## config.mk

```make
export PLATFORM = sky130hd
export DESIGN_NAME = days_between_dates_unit
export DESIGN_NICKNAME = d
export VERILOG_FILES = /design/src/hw/rtl/dbd_pkg.sv /design/src/hw/rtl/dbd_day_number.sv /design/src/hw/rtl/days_between_dates_unit.sv
export VERILOG_INCLUDE_DIRS = /design/src /design/src/hw/rtl
export SDC_FILE = /design/constraint.sdc
export NUM_CORES = 2
export LEC_CHECK = 0
export ABC_AREA = 1
export ABC_CLOCK_PERIOD_IN_PS = 30700
export BUFFER_PORTS_ARGS = -buffer_cell sky130_fd_sc_hd__buf_2
export CAP_MARGIN = 20
export CORE_ASPECT_RATIO = 1.5
export CORE_MARGIN = 2
export CORE_UTILIZATION = 35
export DETAILED_ROUTE_END_ITERATION = 10
export PLACE_DENSITY = 0.59
export SYNTH_ARGS = -nofsm -noshare
export SYNTH_HDL_FRONTEND = slang
export SYNTH_HIERARCHICAL = 1
export SYNTH_SLANG_ARGS = --single-unit
export TNS_END_PERCENT = 50
```

## constraint.sdc

```tcl
create_clock -name clock -period 30.7 [get_ports clock]
set_input_delay 9.21 -clock clock [delete_from_list [all_inputs] [get_ports clock]]
set_output_delay 9.21 -clock clock [all_outputs]
set_load 0.1 [all_outputs]
```

## src/hw/rtl/days_between_dates_unit_macros.svh

```systemverilog
// Assertion macros for the day distance unit.
`ifndef DAYS_BETWEEN_DATES_UNIT_MACROS_SVH
`define DAYS_BETWEEN_DATES_UNIT_MACROS_SVH

`ifndef ASSERT_OFF
`define DBD_ASSERT_IMP(label, clk, rst, ante, cons, msg) \
   label: assert property (@(posedge clk) disable iff (rst) (ante) |-> (cons)) else $error(msg);
`define DBD_ASSERT_NXT(label, clk, rst, ante, cons, msg) \
   label: assert property (@(posedge clk) disable iff (rst) (ante) |=> (cons)) else $error(msg);
`else
`define DBD_ASSERT_IMP(label, clk, rst, ante, cons, msg)
`define DBD_ASSERT_NXT(label, clk, rst, ante, cons, msg)
`endif

`endif

```

## src/hw/rtl/dbd_pkg.sv

```systemverilog
// Shared constants, types and the month table of the day distance unit.
package dbd_pkg;

   localparam int MAX_YEAR_DEFAULT = 9999;

   localparam int YEAR_W   = 14;
   localparam int MONTH_W  = 4;
   localparam int DAY_W    = 5;
   localparam int DIFF_W   = 23;
   localparam int DAYNUM_W = 23;

   // floor(x / 100) == (x * RECIP_100) >> RECIP_SHIFT for x below 2**15
   localparam int RECIP_100   = 5243;
   localparam int RECIP_SHIFT = 19;

   localparam int MONTH_FIRST = 1;
   localparam int MONTH_LAST  = 12;
   localparam int MONTH_FEB   = 2;

   typedef struct packed {
      logic s1;
      logic s2;
      logic s3;
      logic s4;
   } dbd_stage_en_type;

   // days in the months before the month at index idx (0 is January), common year
   function automatic logic [8:0] days_before_month(input logic [MONTH_W-1:0] idx);
      logic [8:0] days;
      case (idx)
         4'd0:    days = 9'd0;
         4'd1:    days = 9'd31;
         4'd2:    days = 9'd59;
         4'd3:    days = 9'd90;
         4'd4:    days = 9'd120;
         4'd5:    days = 9'd151;
         4'd6:    days = 9'd181;
         4'd7:    days = 9'd212;
         4'd8:    days = 9'd243;
         4'd9:    days = 9'd273;
         4'd10:   days = 9'd304;
         4'd11:   days = 9'd334;
         default: days = 9'd0;
      endcase
      return days;
   endfunction

endpackage

```

## src/hw/rtl/dbd_day_number.sv

```systemverilog
// Four-stage pipeline that maps one date to its day number.
module dbd_day_number #(
   parameter int MAX_YEAR = dbd_pkg::MAX_YEAR_DEFAULT
) (
   input  logic                                clock,
   input  dbd_pkg::dbd_stage_en_type           stage_en,
   input  logic [dbd_pkg::YEAR_W-1:0]          year,
   input  logic [dbd_pkg::MONTH_W-1:0]         month,
   input  logic [dbd_pkg::DAY_W-1:0]           day,
   output logic [dbd_pkg::DAYNUM_W-1:0]        day_num
);
   import dbd_pkg::*;

   localparam logic [16:0] MaxYearVal = 17'(MAX_YEAR);
   localparam int SumW   = YEAR_W + 1;
   localparam int Q4W    = SumW - 2;
   localparam int P100W  = SumW + 13;
   localparam int P400W  = Q4W + 13;
   localparam int PYW    = YEAR_W + 13;
   localparam int SmallW = 14;

   // stage 1: clamped date
   logic [YEAR_W-1:0]  year_ff, year_in;
   logic [MONTH_W-1:0] month_ff, month_in;
   logic [DAY_W-1:0]   day_ff;

   // stage 2: constant products and month offset
   logic [P100W-1:0]    prod100_ff, prod100_in;
   logic [P400W-1:0]    prod400_ff, prod400_in;
   logic [PYW-1:0]      prody_ff, prody_in;
   logic [DAYNUM_W-1:0] y365_ff, y365_in;
   logic [Q4W-1:0]      y4_ff, y4_in;
   logic [8:0]          mdays_ff, mdays_in;
   logic                late_ff, late_in;
   logic [YEAR_W-1:0]   year2_ff;

   // stage 3: small correction term
   logic [DAYNUM_W-1:0] y365_s3_ff;
   logic [SmallW-1:0]   small_ff, small_in;

   // stage 4: day number
   logic [DAYNUM_W-1:0] dnum_ff, dnum_in;

   logic [SumW-1:0]    sum99, sum399, sum3;
   logic [8:0]         q100;
   logic [6:0]         q400;
   logic [7:0]         yq;
   logic [SumW-1:0]    yq100;
   logic               leap;

   always_comb begin
      year_in = ({3'b000, year} > MaxYearVal) ? MaxYearVal[YEAR_W-1:0] : year;
      if (month < MONTH_W'(MONTH_FIRST)) begin
         month_in = MONTH_W'(MONTH_FIRST);
      end else if (month > MONTH_W'(MONTH_LAST)) begin
         month_in = MONTH_W'(MONTH_LAST);
      end else begin
         month_in = month;
      end
   end

   always_comb begin
      sum99      = {1'b0, year_ff} + SumW'(99);
      sum399     = {1'b0, year_ff} + SumW'(399);
      sum3       = {1'b0, year_ff} + SumW'(3);
      prod100_in = P100W'(sum99) * P100W'(RECIP_100);
      prod400_in = P400W'(sum399[SumW-1:2]) * P400W'(RECIP_100);
      prody_in   = PYW'(year_ff) * PYW'(RECIP_100);
      y365_in    = DAYNUM_W'(year_ff) * DAYNUM_W'(365);
      y4_in      = sum3[SumW-1:2];
      mdays_in   = days_before_month(month_ff - MONTH_W'(MONTH_FIRST)) + 9'(day_ff);
      late_in    = month_ff > MONTH_W'(MONTH_FEB);
   end

   always_comb begin
      q100  = prod100_ff[P100W-1:RECIP_SHIFT];
      q400  = prod400_ff[P400W-1:RECIP_SHIFT];
      yq    = prody_ff[PYW-1:RECIP_SHIFT];
      yq100 = SumW'(yq) * SumW'(100);
      // leap: divisible by 4, and not a century unless the century count is divisible by 4
      leap  = (year2_ff[1:0] == 2'b00)
              && ((SumW'(year2_ff) != yq100) || (yq[1:0] == 2'b00));
      small_in = SmallW'(y4_ff) - SmallW'(q100) + SmallW'(q400) + SmallW'(mdays_ff)
                 + SmallW'(late_ff && leap);
   end

   assign dnum_in = y365_s3_ff + DAYNUM_W'(small_ff);

   always_ff @(posedge clock) begin
      if (stage_en.s1) begin
         year_ff  <= year_in;
         month_ff <= month_in;
         day_ff   <= day;
      end
      if (stage_en.s2) begin
         prod100_ff <= prod100_in;
         prod400_ff <= prod400_in;
         prody_ff   <= prody_in;
         y365_ff    <= y365_in;
         y4_ff      <= y4_in;
         mdays_ff   <= mdays_in;
         late_ff    <= late_in;
         year2_ff   <= year_ff;
      end
      if (stage_en.s3) begin
         y365_s3_ff <= y365_ff;
         small_ff   <= small_in;
      end
      if (stage_en.s4) begin
         dnum_ff <= dnum_in;
      end
   end

   assign day_num = dnum_ff;

endmodule

```

## src/hw/rtl/days_between_dates_unit.sv

```systemverilog
// An accepted transaction passes through the day number stages and the difference register to the rsp_ ports.
// Throughput: one transaction per cycle; every stage has its own valid bit and
// a stage holds only while the stage after it is full and stalled.
// Reset (synchronous, active high) clears all stage valid bits; no data is cleared.
// Top level: signed day distance between two Gregorian dates.
`include "days_between_dates_unit_macros.svh"

module days_between_dates_unit #(
   parameter int MAX_YEAR = dbd_pkg::MAX_YEAR_DEFAULT
) (
   input  logic                                clock,
   input  logic                                reset,
   input  logic                                req_valid,
   output logic                                req_ready,
   input  logic [dbd_pkg::YEAR_W-1:0]          req_start_year,
   input  logic [dbd_pkg::MONTH_W-1:0]         req_start_month,
   input  logic [dbd_pkg::DAY_W-1:0]           req_start_day,
   input  logic [dbd_pkg::YEAR_W-1:0]          req_end_year,
   input  logic [dbd_pkg::MONTH_W-1:0]         req_end_month,
   input  logic [dbd_pkg::DAY_W-1:0]           req_end_day,
   output logic                                rsp_valid,
   input  logic                                rsp_ready,
   output logic signed [dbd_pkg::DIFF_W-1:0]   rsp_day_difference
);
   import dbd_pkg::*;

   localparam int WideW = DAYNUM_W + 1;

   logic             v1_ff, v2_ff, v3_ff, v4_ff, v5_ff;
   logic             rdy1, rdy2, rdy3, rdy4, rdy5;
   dbd_stage_en_type stage_en;

   logic [DAYNUM_W-1:0]      start_num, end_num;
   logic signed [WideW-1:0]  diff;
   logic signed [DIFF_W-1:0] diff_out_ff, diff_out_in;

   // a stage takes new data when it is empty or its contents move on
   always_comb begin
      rdy5 = !v5_ff || rsp_ready;
      rdy4 = !v4_ff || rdy5;
      rdy3 = !v3_ff || rdy4;
      rdy2 = !v2_ff || rdy3;
      rdy1 = !v1_ff || rdy2;
      stage_en.s1 = rdy1;
      stage_en.s2 = rdy2;
      stage_en.s3 = rdy3;
      stage_en.s4 = rdy4;
   end

   assign req_ready = rdy1;

   dbd_day_number #(.MAX_YEAR(MAX_YEAR)) u_start (
      .clock    (clock),
      .stage_en (stage_en),
      .year     (req_start_year),
      .month    (req_start_month),
      .day      (req_start_day),
      .day_num  (start_num)
   );

   dbd_day_number #(.MAX_YEAR(MAX_YEAR)) u_end (
      .clock    (clock),
      .stage_en (stage_en),
      .year     (req_end_year),
      .month    (req_end_month),
      .day      (req_end_day),
      .day_num  (end_num)
   );

   // saturate when the two top bits of the wide difference disagree
   always_comb begin
      diff = $signed({1'b0, end_num}) - $signed({1'b0, start_num});
      if (diff[WideW-1] != diff[WideW-2]) begin
         diff_out_in = diff[WideW-1] ? {1'b1, {(DIFF_W-1){1'b0}}}
                                     : {1'b0, {(DIFF_W-1){1'b1}}};
      end else begin
         diff_out_in = diff[DIFF_W-1:0];
      end
   end

   always_ff @(posedge clock) begin
      if (reset) begin
         v1_ff <= 1'b0;
         v2_ff <= 1'b0;
         v3_ff <= 1'b0;
         v4_ff <= 1'b0;
         v5_ff <= 1'b0;
      end else begin
         if (rdy1) v1_ff <= req_valid;
         if (rdy2) v2_ff <= v1_ff;
         if (rdy3) v3_ff <= v2_ff;
         if (rdy4) v4_ff <= v3_ff;
         if (rdy5) v5_ff <= v4_ff;
      end
   end

   always_ff @(posedge clock) begin
      if (rdy5) begin
         diff_out_ff <= diff_out_in;
      end
   end

   assign rsp_valid          = v5_ff;
   assign rsp_day_difference = diff_out_ff;

   `DBD_ASSERT_IMP(a_full_when_blocked, clock, reset, !req_ready, v1_ff && v2_ff && v3_ff && v4_ff && v5_ff && !rsp_ready, "input blocked while pipeline not full")
   `DBD_ASSERT_NXT(a_drain_empty, clock, reset, rsp_valid && rsp_ready && !v4_ff, !rsp_valid, "result appeared with no transaction behind it")
   `DBD_ASSERT_NXT(a_stall_holds, clock, reset, v3_ff && !rdy3, v3_ff && v4_ff && v5_ff, "stalled transaction lost")
   `DBD_ASSERT_NXT(a_result_moves, clock, reset, v4_ff && rdy5, rsp_valid, "transaction dropped before output")

endmodule
```

# Word-level counts from Yosys, hierarchy flattened
# Memories as Yosys holds them, arrays and structs flattened.
# Cells that the tools add are included.
# Widths: inputs -> output; s select.
# op_classes
addsub,21
mul,10
div_mod_pow,0
n_lt_le_gt_ge,8
eq_ne,3
shift,0
muxes,4
n_bitwise,0
reduce_logical,22
# op_table
operator,n
$mul 15x13->28 const B,2
$mul 14x13->27 const B,2
$mul 13x13->26 const B,2
$add 23x14->23,2
$mul 14x9->23 const B,2
$mux 23,2
$add 14x2->15 const B,2
$add 14x7->15 const B,2
$add 14x9->15 const B,2
$ne 14x15->1,2
$add 14x1->14,2
$add 14x7->14,2
$add 14x9->14,2
$gt 14x14->1 const B,2
$sub 13x9->14,2
$mul 8x5->13 const B,2
$sub 23x23->24,1
$add 9x5->9,2
$gt 4x2->1 const B,2
$gt 4x4->1 const B,2
$logic_not 2->1,4
$lt 4x1->1 const B,2
$mux 4,2
$sub 4x1->4 const B,2
other kinds (5),19
# totals
regBits,476
latchBits,0
ram_bits,0
romBits,288
inputBits,50
n_memories,2
# mem_list
name,words,word_bits,rd,rd_clocked_by_memory_dff,write_ports,line_no,rtl
(no name shown),16,9,1,0,0,dbd_pkg.sv:30,case (idx)
(no name shown),16,9,1,0,0,dbd_pkg.sv:30,

# Logic depth before layout (Yosys ltp)
# depth
word_depth,6
depth_mapped,31
depth_no_buf,31

# By module
# Netlist, hierarchy kept.
# by_module_without_submodules
module,n_inst,cells_each,area_each_um2,seq_area_each_um2
dbd_day_number at u_start,1,2540,23013.3,4954.8
dbd_day_number at u_end,1,2538,23004.6,4954.8
days_between_dates_unit,1,439,2815.2,790.8

# Least setup slack after synthesis
# No wires, ideal clock.
# synth_path
kind,input to output
startpoint,in rsp_ready
endpoint,out req_ready
arrival_ns,14.276
setup_slack_ns,7.214
cell_stages,8
n_path_buf,0
path_cell_list,nor2_1 > inv_1 > nor2_1 > inv_1 > nor2_1 > inv_1 > nor2_1 > nand2_1
# synth_via
elab_chain_cells,5
# synth_rtl
element,line_no,rtl
"start, declared",days_between_dates_unit.sv:22,"input logic rsp_ready,"
$logic_or 1x1->1,days_between_dates_unit.sv:39,rdy5 = !v5_ff || rsp_ready;
named net rdy5,days_between_dates_unit.sv:30,"logic rdy1, rdy2, rdy3, rdy4, rdy5;"
$logic_or 1x1->1,days_between_dates_unit.sv:40,rdy4 = !v4_ff || rdy5;
named net rdy4,days_between_dates_unit.sv:30,
$logic_or 1x1->1,days_between_dates_unit.sv:41,rdy3 = !v3_ff || rdy4;
named net rdy3,days_between_dates_unit.sv:30,
$logic_or 1x1->1,days_between_dates_unit.sv:42,rdy2 = !v2_ff || rdy3;
$logic_or 1x1->1,days_between_dates_unit.sv:43,rdy1 = !v1_ff || rdy2;
"end, declared",days_between_dates_unit.sv:14,"output logic req_ready,"
# The timed path passes the listed nets, and every way through them passes these cells.

# Worst setup path after layout
# Ends and elaborated chain as after synthesis.

==> results.sh <==
export IMPL_vias=35100
export IMPL_synth_edf_count=353
export IMPL_synthesis_area_um2=48800
export IMPL_place_detailed_hpwl_um=104000
export IMPL_finalSetupViolations=0
export IMPL_ys_seq_area_share_pct=21.9
export IMPL_syn_avg_cell_area_um2=8.85
export IMPL_final_common_cell="inv_1"
export IMPL_crit_family="buffers and inverters"
export IMPL_tns_ns=0
export IMPL_core_rowCount=167
export IMPL_cts_tree="built"
export IMPL_crit_arrival_ns=12.13
export IMPL_clkLatencyLatePin_ns=0.62
export IMPL_cts_resized=0
export IMPL_clk_pin_slew_worst_paths_ns=0.06
export IMPL_viasPerCell=4.66
export IMPL_synth_warnings=6
export IMPL_postLayoutCoreUtil_pct=38.3
export IMPL_antenna_left=0
export IMPL_dr_pass1_iters=5
export IMPL_syn_nets=6929
export IMPL_ys_types=59
export IMPL_fmax_ghz=0.0469
export IMPL_fillerInstances=14100
export IMPL_mostFrequentLayoutCells="inv_1, nand2_1, ha_1"
export IMPL_portBuffers=74
export IMPL_slowest_stage="inv_2"
export IMPL_slowest_delay_ns=0.67
export IMPL_place_congestion=0.899
export IMPL_status="finished clean"
export IMPL_route_detailed_drc=0
export IMPL_synth_top_area_share_pct=22.0
export IMPL_core_area_um2=138000
export IMPL_path_class="in -> out"
export IMPL_cts_buffers_inserted=43
export IMPL_grt_first_pass_wirelength_um=194000
export IMPL_synth_cells=5517
export IMPL_synth_area_leaders="ha_1, edfxtp_1, fa_1"
export IMPL_fin_crit_sh_pct=69.5
export IMPL_cts_htree_levels=2
export IMPL_hold_viol=0
export IMPL_die_area_um2=143000
export IMPL_worst_r2r_path_depth=27
export IMPL_crit_chain="buf_2 > nor2_1 > inv_1 > buf_4 > nor2_1 > inv_2 > nor2_1 > inv_2 > nor2_1 > nand2_4 > buf_2"
export IMPL_rsz0062_at_grt="no"
export IMPL_die_h_um=461
export IMPL_overflow=0
export IMPL_fp_dieW_um=309
export IMPL_critical_path_cell_count=11
export IMPL_cts_sinks=358
export IMPL_ys_flop_type="edfxtp_1"
export IMPL_worstHoldPathType="reg -> reg"
export IMPL_yosys_area_top_type="ha_1"
export IMPL_drv_cap=0
export IMPL_relSlewSlack_pct=24.7
export IMPL_fin_crit_ns=21.34
export IMPL_ioPinCount=75
export IMPL_critical_path_required_ns=21.49
export IMPL_async_reset_ff_share_pct=0
export IMPL_cp_start_kind="input pin"
export IMPL_timing_final_max_slew_violations=0
export IMPL_crit_fanout=48
export IMPL_multi_input_area_um2=32900
export IMPL_first_iter_violations=1351
export IMPL_cp_num_buf_inv=6
export IMPL_tightest_slew_ns=1.13
export IMPL_finClkSkew_ns=0.0159
export IMPL_crit_top_cell="nor2_1"
export IMPL_root_buffer="clkbuf_16"
export IMPL_cts_max_path_buffers=3
export IMPL_antenna_found_initial=1
export IMPL_post_cts_setup_buffers=0
export IMPL_hold_depth=0
export IMPL_start_util_pct=35.3
export IMPL_grtUsageTotal_pct=17.3
export IMPL_areaGrowthSynthToFinish_pct=8.59
export IMPL_ys_ff_latch=358
export IMPL_nNetsFinal=7058
export IMPL_grt_pass1_vias=38000
export IMPL_cts_hold_buffers_added=0
export IMPL_grt_max_degree=69
export IMPL_drt_wl_total_um=119000
export IMPL_cp_end_kind="primary output"
export IMPL_wl_per_cell_um=15.8
export IMPL_seq_area_um2=10700
export IMPL_layout_drive_gt1_share_pct=5.09
[path summary, 6_finish.rpt]
check / startpoint / slack, ns / to
min reg2reg: u_start/y365_ff[7] / 0.41 / u_start/y365_s3_ff[7]
max: rsp_ready / 9.36 / req_ready
min: u_start/y365_ff[7] / 0.41 / u_start/y365_s3_ff[7]
max reg2reg: u_start/year_ff[0] / 23.48 / u_start/prod400_ff[22]
[per-stage QoR]
step | area (um^2) | std cells | setup WS [ns] | hold slack [ns]
final | 53000 | 7540 | 9.36 | 0.407
after global routing | 53000 | 7540 | 9.01 | 0.416
after CTS | 53000 | 7539 | 9.22 | 0.408
after detailed placement | 51600 | 7460 | 9.22 | 0.405
after global placement | 51600 | 7460 | 9.18 | 0.405
after floorplan | 48800 | 5517 | 7.21 | 0.400
[cell type report]
class                      count  area share [%]
multi-input combinational   3765            62.0
clock buffer                  47            2.10
timing repair buffer          95           0.996
antenna                        1         0.00472
inverter                    1383            9.80
clock inverter                32           0.547
tap                         1859            4.39
sequential                   358            20.2
[sequential cells by signal, indices dropped and copies added, names as in the netlist, 13 cells and up]
| signal | cells |
|---|---|
| u_end/y4_ff | 13 |
| u_end/y365_ff | 22 |
| u_end/small_ff | 14 |
| u_start/year_ff | 14 |
| u_end/y365_s3_ff | 23 |
| u_start/day_num | 23 |
| u_start/y365_s3_ff | 23 |
| u_start/y365_ff | 22 |
| u_start/y4_ff | 13 |
| u_start/small_ff | 14 |
| rsp_day_difference | 23 |
| u_end/year_ff | 14 |
| u_end/day_num | 23 |
[Yosys cell counts (all sizes together), types with 4 or more instances]
library cell	count
nor4	5
xnor2	41
xor2	162
nand3	211
inv	1382
o31ai	8
edfxtp	353
a21oi	258
nand3b	4
or2	5
nor3	46
a21o	41
clkbuf	6
nand2	1014
dfxtp	5
nor2	305
o21a	16
ha	859
o21bai	22
a31oi	5
buf	5
o21ai	140
nand4	84
and2	6
a21boi	17
fa	503
[per-layer routing]
layer / global-route usage, % / wire, um
met3: 1.24 / 2460
met4: 6.72 / 4660
met1: 19.1 / 47400
met5: 0 / 0
met2: 33.9 / 64200
[cell families after synthesis]
group                      after synthesis  synth area share (%)
buffers and inverters                 1394                  10.8
and+or+nand+nor                       1683                  14.7
DFF                                    358                  21.9
muxes                                    2                0.0461
adders and majority gates             1362                  42.6
xor gates and xnor gates               203                  3.80
AOI/OAI and AO/OA                      515                  6.11
Power is not shown: default switching activity piles up to over one toggle a cycle in this logic, so the estimate is an artifact.
